## config.mk

```make
export PLATFORM = sky130hd
export DESIGN_NAME = ultrasonic_ranging_obstacle_detector
export DESIGN_NICKNAME = d
export VERILOG_FILES = /design/src/rtl/core/urod_pkg.sv /design/src/rtl/core/urod_step.sv /design/src/rtl/core/ultrasonic_ranging_obstacle_detector.sv
export VERILOG_INCLUDE_DIRS = /design/src /design/src/rtl/core
export SDC_FILE = /design/constraint.sdc
export NUM_CORES = 1
export LEC_CHECK = 0
export BUFFER_PORTS_ARGS = -buffer_cell sky130_fd_sc_hd__buf_4
export CORE_MARGIN = 2
export CORE_UTILIZATION = 55
export CTS_CLUSTER_SIZE = 16
export DETAILED_ROUTE_END_ITERATION = 12
export GPL_ROUTABILITY_DRIVEN = 0
export PLACE_DENSITY_LB_ADDON = 0.05
export SLEW_MARGIN = 20
export SYNTH_ARGS = -nofsm -noshare
export SYNTH_HDL_FRONTEND = slang
export SYNTH_SLANG_ARGS = --single-unit
```

## constraint.sdc

```tcl
create_clock -name clk -period 18.1 [get_ports clk]
set_clock_uncertainty 0.05 [all_clocks]
set_input_delay 0.905 -clock clk [delete_from_list [all_inputs] [get_ports clk]]
set_output_delay 0.905 -clock clk [all_outputs]
set_load 0.02 [all_outputs]
```

## src/rtl/core/ultrasonic_ranging_obstacle_detector_defines.svh

```systemverilog
// assertion macros for the ultrasonic ranging obstacle detector
// used by the top level only, empty bodies under synthesis
`ifndef ULTRASONIC_RANGING_OBSTACLE_DETECTOR_DEFINES_SVH
`define ULTRASONIC_RANGING_OBSTACLE_DETECTOR_DEFINES_SVH

`ifndef SYNTHESIS

// same-cycle implication
`define URD_ASSERT_IMPL(lbl, ck, rn, ante, cons, msg) \
  lbl: assert property (@(posedge ck) disable iff (!rn) (ante) |-> (cons)) \
    else $error(msg);

// next-cycle implication
`define URD_ASSERT_NEXT(lbl, ck, rn, ante, cons, msg) \
  lbl: assert property (@(posedge ck) disable iff (!rn) (ante) |=> (cons)) \
    else $error(msg);

`else

`define URD_ASSERT_IMPL(lbl, ck, rn, ante, cons, msg)
`define URD_ASSERT_NEXT(lbl, ck, rn, ante, cons, msg)

`endif

`endif

```

## src/rtl/core/urod_pkg.sv

```systemverilog
// types and constants of the ultrasonic ranging obstacle detector
// no dependencies
`default_nettype none

package urod_pkg;

  typedef enum logic [2:0] {
    PH_IDLE      = 3'd0,
    PH_TRIG_LOW  = 3'd1,
    PH_TRIG_HIGH = 3'd2,
    PH_WAIT_RISE = 3'd3,
    PH_TIME_ECHO = 3'd4
  } urod_phase_t;

  // configuration register indexes
  localparam logic [2:0] CFG_THRESHOLD_CM  = 3'd0;
  localparam logic [2:0] CFG_HITS_NEEDED   = 3'd1;
  localparam logic [2:0] CFG_MISSES_NEEDED = 3'd2;
  localparam logic [2:0] CFG_DOWNSAMPLE    = 3'd3;
  localparam logic [2:0] CFG_ECHO_TIMEOUT  = 3'd4;
  localparam logic [2:0] CFG_TRIGGER_WIDTH = 3'd5;
  localparam logic [2:0] CFG_CYCLES_PER_CM = 3'd6;

  // register values after reset
  localparam logic [15:0] RST_THRESHOLD_CM  = 16'd20;
  localparam logic [3:0]  RST_HITS_NEEDED   = 4'd3;
  localparam logic [3:0]  RST_MISSES_NEEDED = 4'd3;
  localparam logic [7:0]  RST_DOWNSAMPLE    = 8'd10;
  localparam logic [15:0] RST_ECHO_TIMEOUT  = 16'd30000;
  localparam logic [7:0]  RST_TRIGGER_WIDTH = 8'd10;
  localparam logic [7:0]  RST_CYCLES_PER_CM = 8'd58;

  localparam logic [15:0] TRIG_LOW_TICKS = 16'd2;
  localparam logic [15:0] DIST_MAX       = 16'hFFFF;

  typedef struct packed {
    logic echo_level;
    logic task_strobe;
    logic motor_moving;
    logic at_end_position;
  } urod_in_t;

  typedef struct packed {
    logic        trigger_level;
    logic        close_request;
    logic        reading_valid;
    logic        reading_timed_out;
    logic [15:0] distance_cm;
    logic        busy_res;
  } urod_out_t;

  typedef struct packed {
    logic [15:0] threshold_cm;
    logic [3:0]  hits_needed;
    logic [3:0]  misses_needed;
    logic [7:0]  downsample_period;
    logic [15:0] echo_timeout;
    logic [7:0]  trigger_width;
    logic [7:0]  cycles_per_cm;
  } urod_cfg_t;

  typedef struct packed {
    urod_phase_t phase;
    logic [15:0] phase_ticks;
    logic [7:0]  cm_subcount;
    logic [15:0] distance_count;
    logic [7:0]  strobe_count;
    logic [3:0]  hit_count;
    logic [3:0]  miss_count;
    logic        close_armed_off;
  } urod_state_t;

endpackage

`default_nettype wire

```

## src/rtl/core/urod_step.sv

```systemverilog
// next-state and result logic for one tick of the ranging sequence
// depends on urod_pkg
`default_nettype none

module urod_step
  import urod_pkg::*;
(
  input  wire urod_cfg_t   cfg,
  input  wire urod_state_t cur,
  input  wire urod_in_t    item,
  output urod_state_t nxt,
  output urod_out_t   res
);

  logic [15:0] limit;
  logic [7:0]  tw1;
  logic [7:0]  cpcm1;
  logic [7:0]  ds1;
  logic [3:0]  hn1;
  logic [3:0]  mn1;

  logic [15:0] tk_base, tk_inc, wr_ticks;
  logic [7:0]  cm_base, cm_inc, cm_echo;
  logic [15:0] dist_base, dist_echo;
  logic        cm_roll;

  logic        fin, tmo, trig, start, hit, close_req;
  logic [15:0] dist_cm;
  urod_phase_t phase_nxt;
  urod_state_t upd;

  // zero registers act as one
  assign limit = (cfg.echo_timeout == 16'd0) ? 16'd1 : cfg.echo_timeout;
  assign tw1   = (cfg.trigger_width == 8'd0) ? 8'd1 : cfg.trigger_width;
  assign cpcm1 = (cfg.cycles_per_cm == 8'd0) ? 8'd1 : cfg.cycles_per_cm;
  assign ds1   = (cfg.downsample_period == 8'd0) ? 8'd1 : cfg.downsample_period;
  assign hn1   = (cfg.hits_needed == 4'd0) ? 4'd1 : cfg.hits_needed;
  assign mn1   = (cfg.misses_needed == 4'd0) ? 4'd1 : cfg.misses_needed;

  // one echo-high tick; counters start from zero on the rising edge
  assign tk_base   = (cur.phase == PH_WAIT_RISE) ? 16'd0 : cur.phase_ticks;
  assign cm_base   = (cur.phase == PH_WAIT_RISE) ? 8'd0 : cur.cm_subcount;
  assign dist_base = (cur.phase == PH_WAIT_RISE) ? 16'd0 : cur.distance_count;
  assign tk_inc    = tk_base + 16'd1;
  assign cm_inc    = cm_base + 8'd1;
  assign cm_roll   = (cm_inc >= cpcm1);
  assign cm_echo   = cm_roll ? 8'd0 : cm_inc;
  assign dist_echo = (cm_roll && (dist_base != DIST_MAX)) ? dist_base + 16'd1 : dist_base;
  assign wr_ticks  = cur.phase_ticks + 16'd1;

  // datapath and counters
  always_comb begin
    upd   = cur;
    trig  = 1'b0;
    fin   = 1'b0;
    tmo   = 1'b0;
    start = 1'b0;
    case (cur.phase)
      PH_TRIG_LOW: begin
        if (cur.phase_ticks >= TRIG_LOW_TICKS) begin
          upd.phase_ticks = 16'd1;
          trig            = 1'b1;
        end else begin
          upd.phase_ticks = wr_ticks;
        end
      end
      PH_TRIG_HIGH: begin
        if (cur.phase_ticks >= {8'd0, tw1}) begin
          upd.phase_ticks = 16'd0;
        end else begin
          upd.phase_ticks = wr_ticks;
          trig            = 1'b1;
        end
      end
      PH_WAIT_RISE, PH_TIME_ECHO: begin
        if (item.echo_level) begin
          upd.phase_ticks    = tk_inc;
          upd.cm_subcount    = cm_echo;
          upd.distance_count = dist_echo;
          tmo                = (tk_inc >= limit);
          fin                = tmo;
        end else if (cur.phase == PH_WAIT_RISE) begin
          upd.phase_ticks = wr_ticks;
          tmo             = (wr_ticks >= limit);
          fin             = tmo;
        end else begin
          fin = 1'b1;
        end
      end
      default: begin
        if (item.task_strobe) begin
          if (item.at_end_position) begin
            upd.close_armed_off = 1'b0;
          end else if (({1'b0, cur.strobe_count} + 9'd1) < {1'b0, ds1}) begin
            upd.strobe_count = cur.strobe_count + 8'd1;
          end else begin
            upd.strobe_count = 8'd0;
            if (item.motor_moving) begin
              upd.hit_count       = 4'd0;
              upd.miss_count      = 4'd0;
              upd.close_armed_off = 1'b0;
            end else begin
              start           = 1'b1;
              upd.phase_ticks = 16'd1;
            end
          end
        end
      end
    endcase

    dist_cm   = 16'd0;
    hit       = 1'b0;
    close_req = 1'b0;
    if (fin) begin
      dist_cm = tmo ? 16'd0 : upd.distance_count;
      hit     = !tmo && (dist_cm <= cfg.threshold_cm);
      if (hit) begin
        if (upd.hit_count < hn1) upd.hit_count = upd.hit_count + 4'd1;
        upd.miss_count = 4'd0;
      end else begin
        if (upd.miss_count < mn1) upd.miss_count = upd.miss_count + 4'd1;
        upd.hit_count = 4'd0;
      end
      if ((upd.hit_count >= hn1) && !upd.close_armed_off) begin
        close_req           = 1'b1;
        upd.close_armed_off = 1'b1;
      end
      if (upd.miss_count >= mn1) upd.close_armed_off = 1'b0;
      upd.phase_ticks = 16'd0;
    end
  end

  // phase sequencing
  always_comb begin
    case (cur.phase)
      PH_IDLE:      phase_nxt = start ? PH_TRIG_LOW : PH_IDLE;
      PH_TRIG_LOW:  phase_nxt = (cur.phase_ticks >= TRIG_LOW_TICKS) ? PH_TRIG_HIGH : PH_TRIG_LOW;
      PH_TRIG_HIGH: phase_nxt = (cur.phase_ticks >= {8'd0, tw1}) ? PH_WAIT_RISE : PH_TRIG_HIGH;
      PH_WAIT_RISE: begin
        if (fin)                  phase_nxt = PH_IDLE;
        else if (item.echo_level) phase_nxt = PH_TIME_ECHO;
        else                      phase_nxt = PH_WAIT_RISE;
      end
      PH_TIME_ECHO: phase_nxt = fin ? PH_IDLE : PH_TIME_ECHO;
      default:      phase_nxt = start ? PH_TRIG_LOW : PH_IDLE;
    endcase
  end

  // result fields
  always_comb begin
    nxt                   = upd;
    nxt.phase             = phase_nxt;
    res.trigger_level     = trig;
    res.close_request     = close_req;
    res.reading_valid     = fin;
    res.reading_timed_out = tmo;
    res.distance_cm       = dist_cm;
    res.busy_res          = (phase_nxt != PH_IDLE);
  end

endmodule

`default_nettype wire

```

## src/rtl/core/ultrasonic_ranging_obstacle_detector.sv

```systemverilog
// ultrasonic echo ranging and obstacle debounce, one item per microsecond tick
// a result item is offered once its input item has been accepted and has passed through
// the input register, then the result register; throughput one item per cycle while out_stall is low
// reset (rst_n low, synchronous): sequencer idle, all counters zero,
// registers at their defaults, both pipeline stages empty
// depends on urod_pkg, urod_step and the assertion macro header
`default_nettype none

`include "ultrasonic_ranging_obstacle_detector_defines.svh"

module ultrasonic_ranging_obstacle_detector
  import urod_pkg::*;
(
  input  wire        clk,
  input  wire        rst_n,

  // tick items in
  input  wire        in_valid,
  output logic       in_stall,
  input  wire urod_in_t in_data,

  // result items out
  output logic       out_valid,
  input  wire        out_stall,
  output urod_out_t  out_data,

  // register writes
  input  wire        cfg_valid,
  output logic       cfg_ready,
  input  wire [2:0]  cfg_index,
  input  wire [15:0] cfg_data
);

  // input stage
  logic        s1_valid_r;
  urod_in_t    s1_item_r;

  // result stage
  logic        out_valid_r;
  urod_out_t   out_data_r;

  // sequencer state and registers
  urod_state_t state_r;
  urod_state_t state_nxt;
  urod_cfg_t   cfg_r;
  urod_out_t   res;

  logic        adv;
  logic        fire;

  // the result register frees up when empty or being taken this cycle
  assign adv      = !out_valid_r || !out_stall;
  // the item in the input stage is evaluated as it moves into the result register
  assign fire     = s1_valid_r && adv;
  // the input register takes a new item whenever its current one moves on
  assign in_stall = s1_valid_r && !adv;

  // register writes are always taken; the host writes only while no item is in flight, not enforced here
  assign cfg_ready = 1'b1;

  assign out_valid = out_valid_r;
  assign out_data  = out_data_r;

  // all tick evaluation lives in the step logic
  urod_step u_step (
    .cfg  (cfg_r),
    .cur  (state_r),
    .item (s1_item_r),
    .nxt  (state_nxt),
    .res  (res)
  );

  always_ff @(posedge clk) begin
    if (!rst_n) begin
      s1_valid_r <= 1'b0;
    end else if (!in_stall) begin
      s1_valid_r <= in_valid;
    end
  end

  // payload needs no reset
  always_ff @(posedge clk) begin
    if (!in_stall) begin
      s1_item_r <= in_data;
    end
  end

  always_ff @(posedge clk) begin
    if (!rst_n) begin
      out_valid_r <= 1'b0;
    end else if (adv) begin
      out_valid_r <= s1_valid_r;
    end
  end

  always_ff @(posedge clk) begin
    if (fire) begin
      out_data_r <= res;
    end
  end

  // sequencer state advances once per evaluated tick
  always_ff @(posedge clk) begin
    if (!rst_n) begin
      state_r.phase           <= PH_IDLE;
      state_r.phase_ticks     <= 16'd0;
      state_r.cm_subcount     <= 8'd0;
      state_r.distance_count  <= 16'd0;
      state_r.strobe_count    <= 8'd0;
      state_r.hit_count       <= 4'd0;
      state_r.miss_count      <= 4'd0;
      state_r.close_armed_off <= 1'b0;
    end else if (fire) begin
      state_r <= state_nxt;
    end
  end

  // register file; out-of-range indexes are dropped
  always_ff @(posedge clk) begin
    if (!rst_n) begin
      cfg_r.threshold_cm      <= RST_THRESHOLD_CM;
      cfg_r.hits_needed       <= RST_HITS_NEEDED;
      cfg_r.misses_needed     <= RST_MISSES_NEEDED;
      cfg_r.downsample_period <= RST_DOWNSAMPLE;
      cfg_r.echo_timeout      <= RST_ECHO_TIMEOUT;
      cfg_r.trigger_width     <= RST_TRIGGER_WIDTH;
      cfg_r.cycles_per_cm     <= RST_CYCLES_PER_CM;
    end else if (cfg_valid && cfg_ready) begin
      case (cfg_index)
        CFG_THRESHOLD_CM:  cfg_r.threshold_cm      <= cfg_data;
        CFG_HITS_NEEDED:   cfg_r.hits_needed       <= cfg_data[3:0];
        CFG_MISSES_NEEDED: cfg_r.misses_needed     <= cfg_data[3:0];
        CFG_DOWNSAMPLE:    cfg_r.downsample_period <= cfg_data[7:0];
        CFG_ECHO_TIMEOUT:  cfg_r.echo_timeout      <= cfg_data;
        CFG_TRIGGER_WIDTH: cfg_r.trigger_width     <= cfg_data[7:0];
        CFG_CYCLES_PER_CM: cfg_r.cycles_per_cm     <= cfg_data[7:0];
        default: ;
      endcase
    end
  end

  // a timed-out reading carries no distance and can never raise a close
  `URD_ASSERT_IMPL(a_tmo_clean, clk, rst_n, out_valid_r && out_data_r.reading_timed_out, out_data_r.reading_valid && (out_data_r.distance_cm == 16'd0) && !out_data_r.close_request, "timed-out reading with distance or close")

  // a finished reading always returns the sequencer to idle
  `URD_ASSERT_NEXT(a_idle_after_reading, clk, rst_n, fire && res.reading_valid, state_r.phase == PH_IDLE, "sequencer not idle after reading")

  // hit and miss streaks are mutually exclusive
  `URD_ASSERT_IMPL(a_streak_excl, clk, rst_n, state_r.hit_count != 4'd0, state_r.miss_count == 4'd0, "hit and miss counts both nonzero")

endmodule

`default_nettype wire

```

# Yosys cells after proc, flatten, opt, wreduce, memory -nomap -nowiden
# Cells that the tools add are included.
# classes
addsub,8
multipliers,0
div,0
order_cmp,11
eq_ne,15
shift,0
mux,60
bitwise,2
n_reduce_logical,32
# op_table
op,count
16-bit 2-to-1 mux,16
8-bit 2-to-1 mux,9
16-bit by 1-bit adder with 16-bit output (second input constant),3
16-bit one-hot mux with 3 select lines,1
9-bit 2-to-1 mux,5
16-bit >= comparator,2
8-bit zero test,3
1-bit 2-to-1 mux,19
8-bit by 1-bit adder with 8-bit output (second input constant),2
16-bit by 2-bit >= comparator with 1-bit output (second input constant),1
16-bit by 8-bit >= comparator with 1-bit output,1
16-bit less-or-equal comparator,1
16-bit zero test,1
4-bit 2-to-1 mux,4
16-bit inequality test (second input constant),1
2-bit AND reduction,7
3-bit by 2-bit equality test with 1-bit output (second input constant),4
3-bit equality test (second input constant),4
3-bit one-hot mux with 4 select lines,1
5-bit by 1-bit inequality test with 1-bit output (second input constant),2
8-bit by 1-bit adder with 9-bit output (second input constant),1
9-bit by 8-bit less-than comparator with 1-bit output,1
3-bit 2-to-1 mux,3
4-bit by 1-bit adder with 4-bit output (second input constant),2
other kinds (21),34
# word_totals
reg_bits,151
latchBits,0
ram_bits,0
rom_bits,0
inputBits,28
out_inout_bits,24
memories,0

# Longest topological paths before layout
# Gate-level depths: netlist of the first run.
# depth
ltp_word,18
ltp_mapped,36
depth_no_buf,31

# Cells and area by module
# From an unflattened synthesis of the first run, not the netlist that was laid out.
# unflattened
cells_unflattened,1406
area_unflattened_um2,11225.8
# by_module_without_submodules
module,instances,cells_per_inst,area_per_inst_um2
ultrasonic_ranging_obstacle_detector,1,541,5750.5
urod_step,1,865,5475.3

# Worst setup path after synthesis of the first run
# Ideal clock, no wire load.
# synth_timing
path_kind,register -> register
startpoint,reg state_r[57] in the netlist's numbering
endpoint,reg state_r[0] in the netlist's numbering
setup_time_ps,117
arrival_ps,6387
slack_ps,11545
stages_incl_launch_ff,34
cell_sequence,dfxtp_1 buf_2 and3b_1 buf_2 buf_1 nor2_1 ha_1 nand3_1 or3_1 a21oi_1 ha_1 o21ai_0 nor2_1 or4b_4 a211o_1 o2111a_1 buf_6 clkbuf_1 nor2_1 ha_1 a211o_1 a21oi_1 o21ai_0 a221oi_1 a22oi_1 nor2_2 nand2_1 ha_1 nand2b_1 a21o_1 a21o_1 a21oi_1 o21ai_0 a32o_1
# synth_lines
element,line_no,source
start: declaration,ultrasonic_ranging_obstacle_detector.sv:43,urod_state_t state_r;
start signal: assignment,ultrasonic_ranging_obstacle_detector.sv:114,state_r <= state_nxt;

# Worst setup path after layout of the first run
# layout_timing
startpoint,reg state_r[59] in the netlist's numbering
endpoint,reg state_r[0] in the netlist's numbering
# layout_between
elab_chain_cells,18
word_cells_on_any_way,45
classes_between,5 x add/sub; 7 x order compare; 5 x eq/ne; 21 x mux; 7 x reduce/logical
# layout_rtl
element,line_no,source
branches (longest 17 deep; another with 16-bit by 1-bit adder with 16-bit output),n/a,
9-bit 2-to-1 mux *,urod_step.sv:114,if (fin) begin
# Mark *: on every way between the ends. The select of a mux whose other input is x is not followed.
# A chain may end at the register's enable or synchronous reset.

==> results.json, run 1 <==
{
  "yosysTopAreaCell": "dfxtp_1",
  "cp.arrival_ns": 7.65,
  "tightestPinTransition_ns": 1.01,
  "detailedRoute.firstIterationViolations": 694,
  "crit_path_end_kind": "register",
  "primary_ff_master_synth": "dfxtp_1",
  "post_synth_instance_area_sq_mm": 0.00975,
  "ys_types": 82,
  "synth_area_leaders": "dfxtp_1 26%, ha_1 12%, edfxtp_1 7.7%, nand2_1 7.5%, a21oi_1 5.8%",
  "worstSetupPathType": "reg -> reg",
  "post_route_cells_drive_above_1_share": 0.0956,
  "report.final.hold_viol_count": 0,
  "hold_ws_ns": 0.406,
  "final.min_clock_period_ns": 7.37,
  "postSynthNetCount": 1350,
  "firstDrtPassIters": 7,
  "crit_slowest_cell": "dfxtp_1",
  "clock-sinks": 151,
  "effective_utilization_at_floorplan": 0.564,
  "floorplan.die.height_microns": 137,
  "max_clock_freq_mhz": 136,
  "fp.coreArea_sq_mm": 0.0173,
  "tritoncts": "built",
  "cts_root_buffer": "clkbuf_16",
  "grt.met3_usage": 0.0626,
  "boundaryPins": 52,
  "setup_tns_ns": 0,
  "drtAntennaViolNets": 0,
  "clk_pin_slew_ns": 0.07,
  "final_min_period_over_clock_period": 0.407,
  "post-cts-setup-buffers": 0,
  "floorplan.rows": 48,
  "route.detailed.vias_per_inst": 5.89,
  "clkLatencyLatePin_ns": 0.44,
  "groute.layer.met1.usage": 0.406,
  "grt.overflow.total": 0,
  "slew_headroom": 0.323,
  "synth_enable_flop_cells": 25,
  "final_number_of_max_transition_violations": 0,
  "path_max_fanout": 29,
  "dr_total_vias": 8788,
  "postRouteWirelength_microns": 26300,
  "grt_max_degree": 88,
  "cts.htree.levels": 4,
  "setup_slack_placement_ns": 10.84,
  "library_cell_with_the_highest_instance_count_after_synthesis": "nand2_1",
  "max-vdd-ir-drop_mv": 0.0645,
  "port-buffer-count": 50,
  "global_route_wire_length_before_repair_microns": 42400,
  "asyncSetResetFlopFracSynth": 0,
  "post-synth-top-area-fraction": 0.259,
  "maximum_buffer_depth_of_the_clock_tree": 2,
  "synth_cells": 1229,
  "synth.yosys.warnings": 0,
  "unrepaired_setup_endpoints_after_global_routing": "false",
  "filler_cell_count_in_the_final_layout": 1560,
  "finalPower_uw": 747,
  "top_cells_by_count_synth": "195 x nand2_1, 126 x dfxtp_1, 113 x a21oi_1",
  "tritoncts.num_buffers": 17,
  "post-route-drc-count": 0,
  "post_synth.cell_area_avg_sq_um": 7.93,
  "leakagePower_uw": 0.00451,
  "register_area_sq_mm": 0.00327,
  "startpoint_type": "register",
  "synth-seq-area-share": 0.336,
  "die_w_microns": 137,
  "area_of_the_multi_input_gates_sq_mm": 0.00593,
  "finalWorstSetupSlack_ns": 10.73,
  "antenna_cells_inserted": 0,
  "global_route.usage.met2": 0.443,
  "power_per_cell_area_mw_per_mm2": 69.1,
  "crit_path_frequent_cell": "ha_1",
  "flow.area_growth_from_synthesis_pct": 11.0,
  "antenna_violations_before_repair": 0,
  "overall_die_area_sq_mm": 0.0188,
  "grt_most_used_layer": "met2",
  "synth.ff_latch_count": 151,
  "report.final.setup_viol": 0,
  "drt-wirelength-per-cell_microns": 17.6,
  "max_cap_violations": 0,
  "vias_in_the_first_global_route": 8226,
  "grt_use_total": 0.290,
  "post_dp_hpwl_microns": 19400,
  "hold_path.class": "reg -> reg",
  "cts-hold-fix-buffers": 0,
  "postCtsResizedCells": 0,
  "run_status": "finished, final reports clean",
  "crit_required_ns": 18.37,
  "cp_slowest_stage_delay_ns": 0.58,
  "design.final.nets": 1374
}
## cell families after synthesis
family,after synthesis,synth area share
other,1,0.000385
AO/OA/AOI/OAI,274,0.179
buffers and inverters,140,0.0576
AND/OR/NAND/NOR,509,0.251
flip-flops,151,0.336
multiplexers,11,0.0117
XOR/XNOR,50,0.0449
adder cells (fa/ha/maj),93,0.119
## layer usage
layer	vias up	share of wire	wire, microns
li1	4383	-	-
met1	4084	0.47	12300
met2	274	0.44	11500
met3	47	0.069	1810
met4	0	0.024	624
met5	-	0	0
## state kept, by name (all words and copies together), names as in the netlist
signal	count
out_data	21
out_valid	1
cfg_r	64
s1_item_r	4
s1_valid_r	1
state_r	60
## worst max-delay path: cells and delay by family, from the launching register on
family,cells,cell delay (ns)
buf+inv,1,0.23
compound gates,14,2.84
fa+ha+maj,4,1.09
flops,1,0.58
simple gates,10,2.43
## layout by cell type (no fill, tap or decap), drive strengths merged, types with 5 or more instances in the layout
master,netlist,routed
nand2,196,196
dfxtp,126,126
a21oi,114,114
nor2,106,106
inv,86,98
ha,93,93
buf,13,58
nand3,54,54
o21ai,46,46
xnor2,30,30
edfxtp,25,25
o211ai,23,23
xor2,20,20
nor3,20,20
and3,19,19
nand2b,19,19
or3,18,18
nand4,17,17
clkbuf,40,17
and2,14,14
nor4,11,11
a21o,10,10
a211oi,10,10
a31oi,8,8
nor2b,8,8
a22oi,8,8
mux2i,8,8
a211o,5,5
o31ai,5,5
o22ai,5,5
nand3b,5,5
or2,5,5
## power by group
part	switching, uW	internal (uW)
sequential	3.87	347
clock	166	184
combinational	30.8	15.8
total	200	547
## stage by stage
stage,util,cell area [sq um],instances
floorplan,-,9750,1229
global placement,0.592,10200,1459
detailed placement,0.592,10200,1459
CTS,0.626,10800,1491
global route,0.626,10800,1491
finish,0.626,10800,1491
## cell type report
cell class              count  share of cell area
multi-input cells         938               0.548
flip-flops and latches    151               0.302
inverters                  87              0.0304
clock inverters            15              0.0139
repair buffers             58              0.0402
clock buffers              17              0.0393
well taps                 225              0.0260
## worst paths after layout
path / from / depth (start not counted) / to / slack, ns
min: cfg_r[51] / 2 / cfg_r[51] / 0.41
max: state_r[59] / 29 / state_r[0] / 10.73
max reg2reg: state_r[59] / 29 / state_r[0] / 10.73
min reg2reg: cfg_r[51] / 2 / cfg_r[51] / 0.41
(Power assumes the default switching activity.)
==> run 2: changes to the inputs <==
- ABC_AREA: default -> 1
- clock period: 18.1 -> 7.38 ns (I/O delays scaled with it)
==> run 2 against run 1 <==
Global-route usage shrank 0.65 points. Synthesized cell count grew 11%. Via count grew 1.9%. Hold slack lost 0.35 ns. Fmax grew 13%. Setup slack lost 9.9 ns. Largest cell class unchanged. Largest power group unchanged.
==> results.json, run 2 <==
{
  "run_status": "finished, final reports clean",
  "tritoncts.num_buffers": 17,
  "antenna_violations_before_repair": 0,
  "crit_family": "simple AND/OR/NAND/NOR gates",
  "cts.htree.levels": 4,
  "antenna_cells_inserted": 0,
  "power_switching_share": 0.288,
  "worstSetupPathType": "reg -> reg",
  "largest_register_ffs": 64,
  "clkLatencyLatePin_ns": 0.44,
  "maximum_buffer_depth_of_the_clock_tree": 2,
  "firstDrtPassIters": 6,
  "final_cells": 1643,
  "post-route-drc-count": 0,
  "grt_use_total": 0.283,
  "tritoncts": "built",
  "crit_path_frequent_cell": "nand2_1",
  "max_cap_violations": 0,
  "cp_slowest_stage_delay_ns": 0.44,
  "p_sw_uw": 591,
  "port-buffer-count": 50,
  "clock-sinks": 151,
  "report.final.hold_viol_count": 0,
  "grt.overflow.total": 0,
  "library_cell_with_the_highest_instance_count_after_synthesis": "nand2_1",
  "crit_slowest_cell": "dfxtp_1",
  "global_route_wire_length_before_repair_microns": 41400,
  "combinationalPowerShare": 0.142,
  "top_register": "cfg_r",
  "hold_ws_ns": 0.0540,
  "clock_power_share": 0.425,
  "final_number_of_max_transition_violations": 0,
  "synth.yosys.warnings": 0,
  "internal_power_uw": 1460,
  "post-cts-setup-buffers": 0,
  "post_synth_instance_area_sq_mm": 0.00984,
  "detailedRoute.firstIterationViolations": 679,
  "primary_ff_master_synth": "dfxtp_1",
  "leakagePower_uw": 0.00523,
  "report.final.setup_viol": 0,
  "final_common_cell": "nand2_1",
  "post_synth.cell_area_avg_sq_um": 7.18,
  "hold_path.class": "in -> reg",
  "post_dp_hpwl_microns": 18900,
  "fp.coreArea_sq_mm": 0.0174,
  "mostFrequentLayoutCells": "242 x nand2_1, 227 x inv_1, 126 x nor2_1, 126 x a21oi_1, 126 x dfxtp_1",
  "post-synth-top-area-fraction": 0.256,
  "synth_enable_flop_cells": 25,
  "tightestPinTransition_ns": 0.898,
  "final.min_clock_period_ns": 6.52,
  "flow.area_growth_from_synthesis_pct": 11.5,
  "startpoint_type": "register",
  "die_w_microns": 138,
  "floorplan.rows": 48,
  "synth_cells": 1370,
  "max-vdd-ir-drop_mv": 0.172,
  "synth.ff_latch_count": 151,
  "unrepaired_setup_endpoints_after_global_routing": "false",
  "placed_cells": 1611,
  "max_clock_freq_mhz": 153,
  "drtAntennaViolNets": 0,
  "power.share.sequential": 0.433,
  "synth-seq-area-share": 0.333,
  "cp.arrival_ns": 6.76,
  "synth_area_leaders": "dfxtp_1 26%, ha_1 12%, nand2_1 9.2%, inv_1 8.7%, edfxtp_1 7.6%",
  "vias_in_the_first_global_route": 8087,
  "postSynthNetCount": 1491,
  "slew_headroom": 0.397,
  "power_per_cell_area_mw_per_mm2": 187,
  "postRouteWirelength_microns": 26000,
  "final_min_period_over_clock_period": 0.883,
  "path_max_fanout": 13,
  "post-route-util": 0.630,
  "top_cells_by_count_synth": "242 x nand2_1, 228 x inv_1, 127 x nor2_1",
  "floorplan.die.height_microns": 138,
  "grt_max_degree": 80,
  "effective_utilization_at_floorplan": 0.565,
  "ys_types": 54,
  "setup_tns_ns": 0,
  "asyncSetResetFlopFracSynth": 0,
  "boundaryPins": 52,
  "crit_required_ns": 7.62,
  "design.final.nets": 1526,
  "post_route_cells_drive_above_1_share": 0.109,
  "clk_pin_slew_ns": 0.07,
  "yosysTopAreaCell": "dfxtp_1",
  "overall_die_area_sq_mm": 0.0190,
  "route.detailed.vias_per_inst": 5.45,
  "critical_path.n_buffers_inverters": 6,
  "drt-wirelength-per-cell_microns": 15.9,
  "crit_path_end_kind": "register",
  "dr_total_vias": 8957,
  "cts_root_buffer": "clkbuf_16"
}
[run 2: changes by cell type in the layout (fill, tap and decap cells not counted), moves of 9 or more]
cell      delta
o21ai_0     +42
and2_1      -12
and3_1      -19
nor2_1      +22
a21o_1      -10
xor2_1       +9
inv_2       +10
or3_1       -18
nand3_2      +9
inv_1      +143
nand2b_1    -19
xnor2_1     -21
nand2_1     +47
a21oi_1     +13
[run 2: worst paths after layout]
kind                   to        start  cells past startpoint  slack, ns
max            state_r[0]  state_r[42]                     39       0.86
min          s1_item_r[3]   in_data[3]                      1       0.05
max reg2reg    state_r[0]  state_r[42]                     39       0.86
min reg2reg     cfg_r[32]    cfg_r[32]                      2       0.41
[run 2: cell families (layout without fill, tap and decap cells)]
| group | Yosys count | in the layout | synth area share |
|---|---|---|---|
| other | 1 | 1 | 0.000381 |
| AO/OA/AOI/OAI | 286 | 286 | 0.164 |
| flip-flops | 151 | 151 | 0.333 |
| AND/OR/NAND/NOR | 518 | 518 | 0.239 |
| buffers and inverters | 282 | 330 | 0.110 |
| XOR/XNOR | 39 | 39 | 0.0355 |
| adder cells (fa/ha/maj) | 93 | 93 | 0.118 |
[run 2: cell type report]
class	count	area, sq um
sequential	151	3270
inverter	240	903
clock buffer	20	468
tap	225	282
clock inverter	12	118
fill	1575	6440
multi-input combinational	937	5500
timing repair buffer	58	435
[run 2: layer usage]
layer	global-route usage	wire (microns)
met2	0.454	11900
met3	0.0600	1530
met5	0	0
met1	0.388	12200
met4	0.0748	364
[run 2: stage by stage]
stage / power, uW / area (sq um) / worst slack [ns]
3_5_place_dp: 1190 / 10400 / 0.739
4_1_cts: 2060 / 11000 / 0.596
5_1_grt: 2140 / 11000 / 0.139
2_1_floorplan: 1100 / 9840 / 1.62
3_3_place_gp: 1190 / 10400 / 0.903
6_report: 2050 / 11000 / 0.861
[run 2: what timing repair did]
| action | 4_1_cts | 5_1_grt |
|---|---|---|
| endpoints found under the setup margin | 0 | 2 |
| hold buffers | 0 | 0 |
| gates resized for setup | 0 | 2 |
[run 2: worst reg2reg max path: cells and delay by family, from the launching register on]
family	cells	cell delay (ns)
AOI/OAI and AO/OA	10	1.29
xor gates and xnor gates	1	0.20
adders and majority gates	3	0.89
buffers and inverters	6	0.75
DFF	1	0.44
and+or+nand+nor	19	2.76
[run 2: power groups by stage]
stage	logic [uW]	registers, uW	clock network, uW
2_1_floorplan	197	904	0
4_1_cts	289	887	883
5_1_grt	330	891	916
3_3_place_gp	282	905	0
3_5_place_dp	286	905	0
6_report	292	888	872
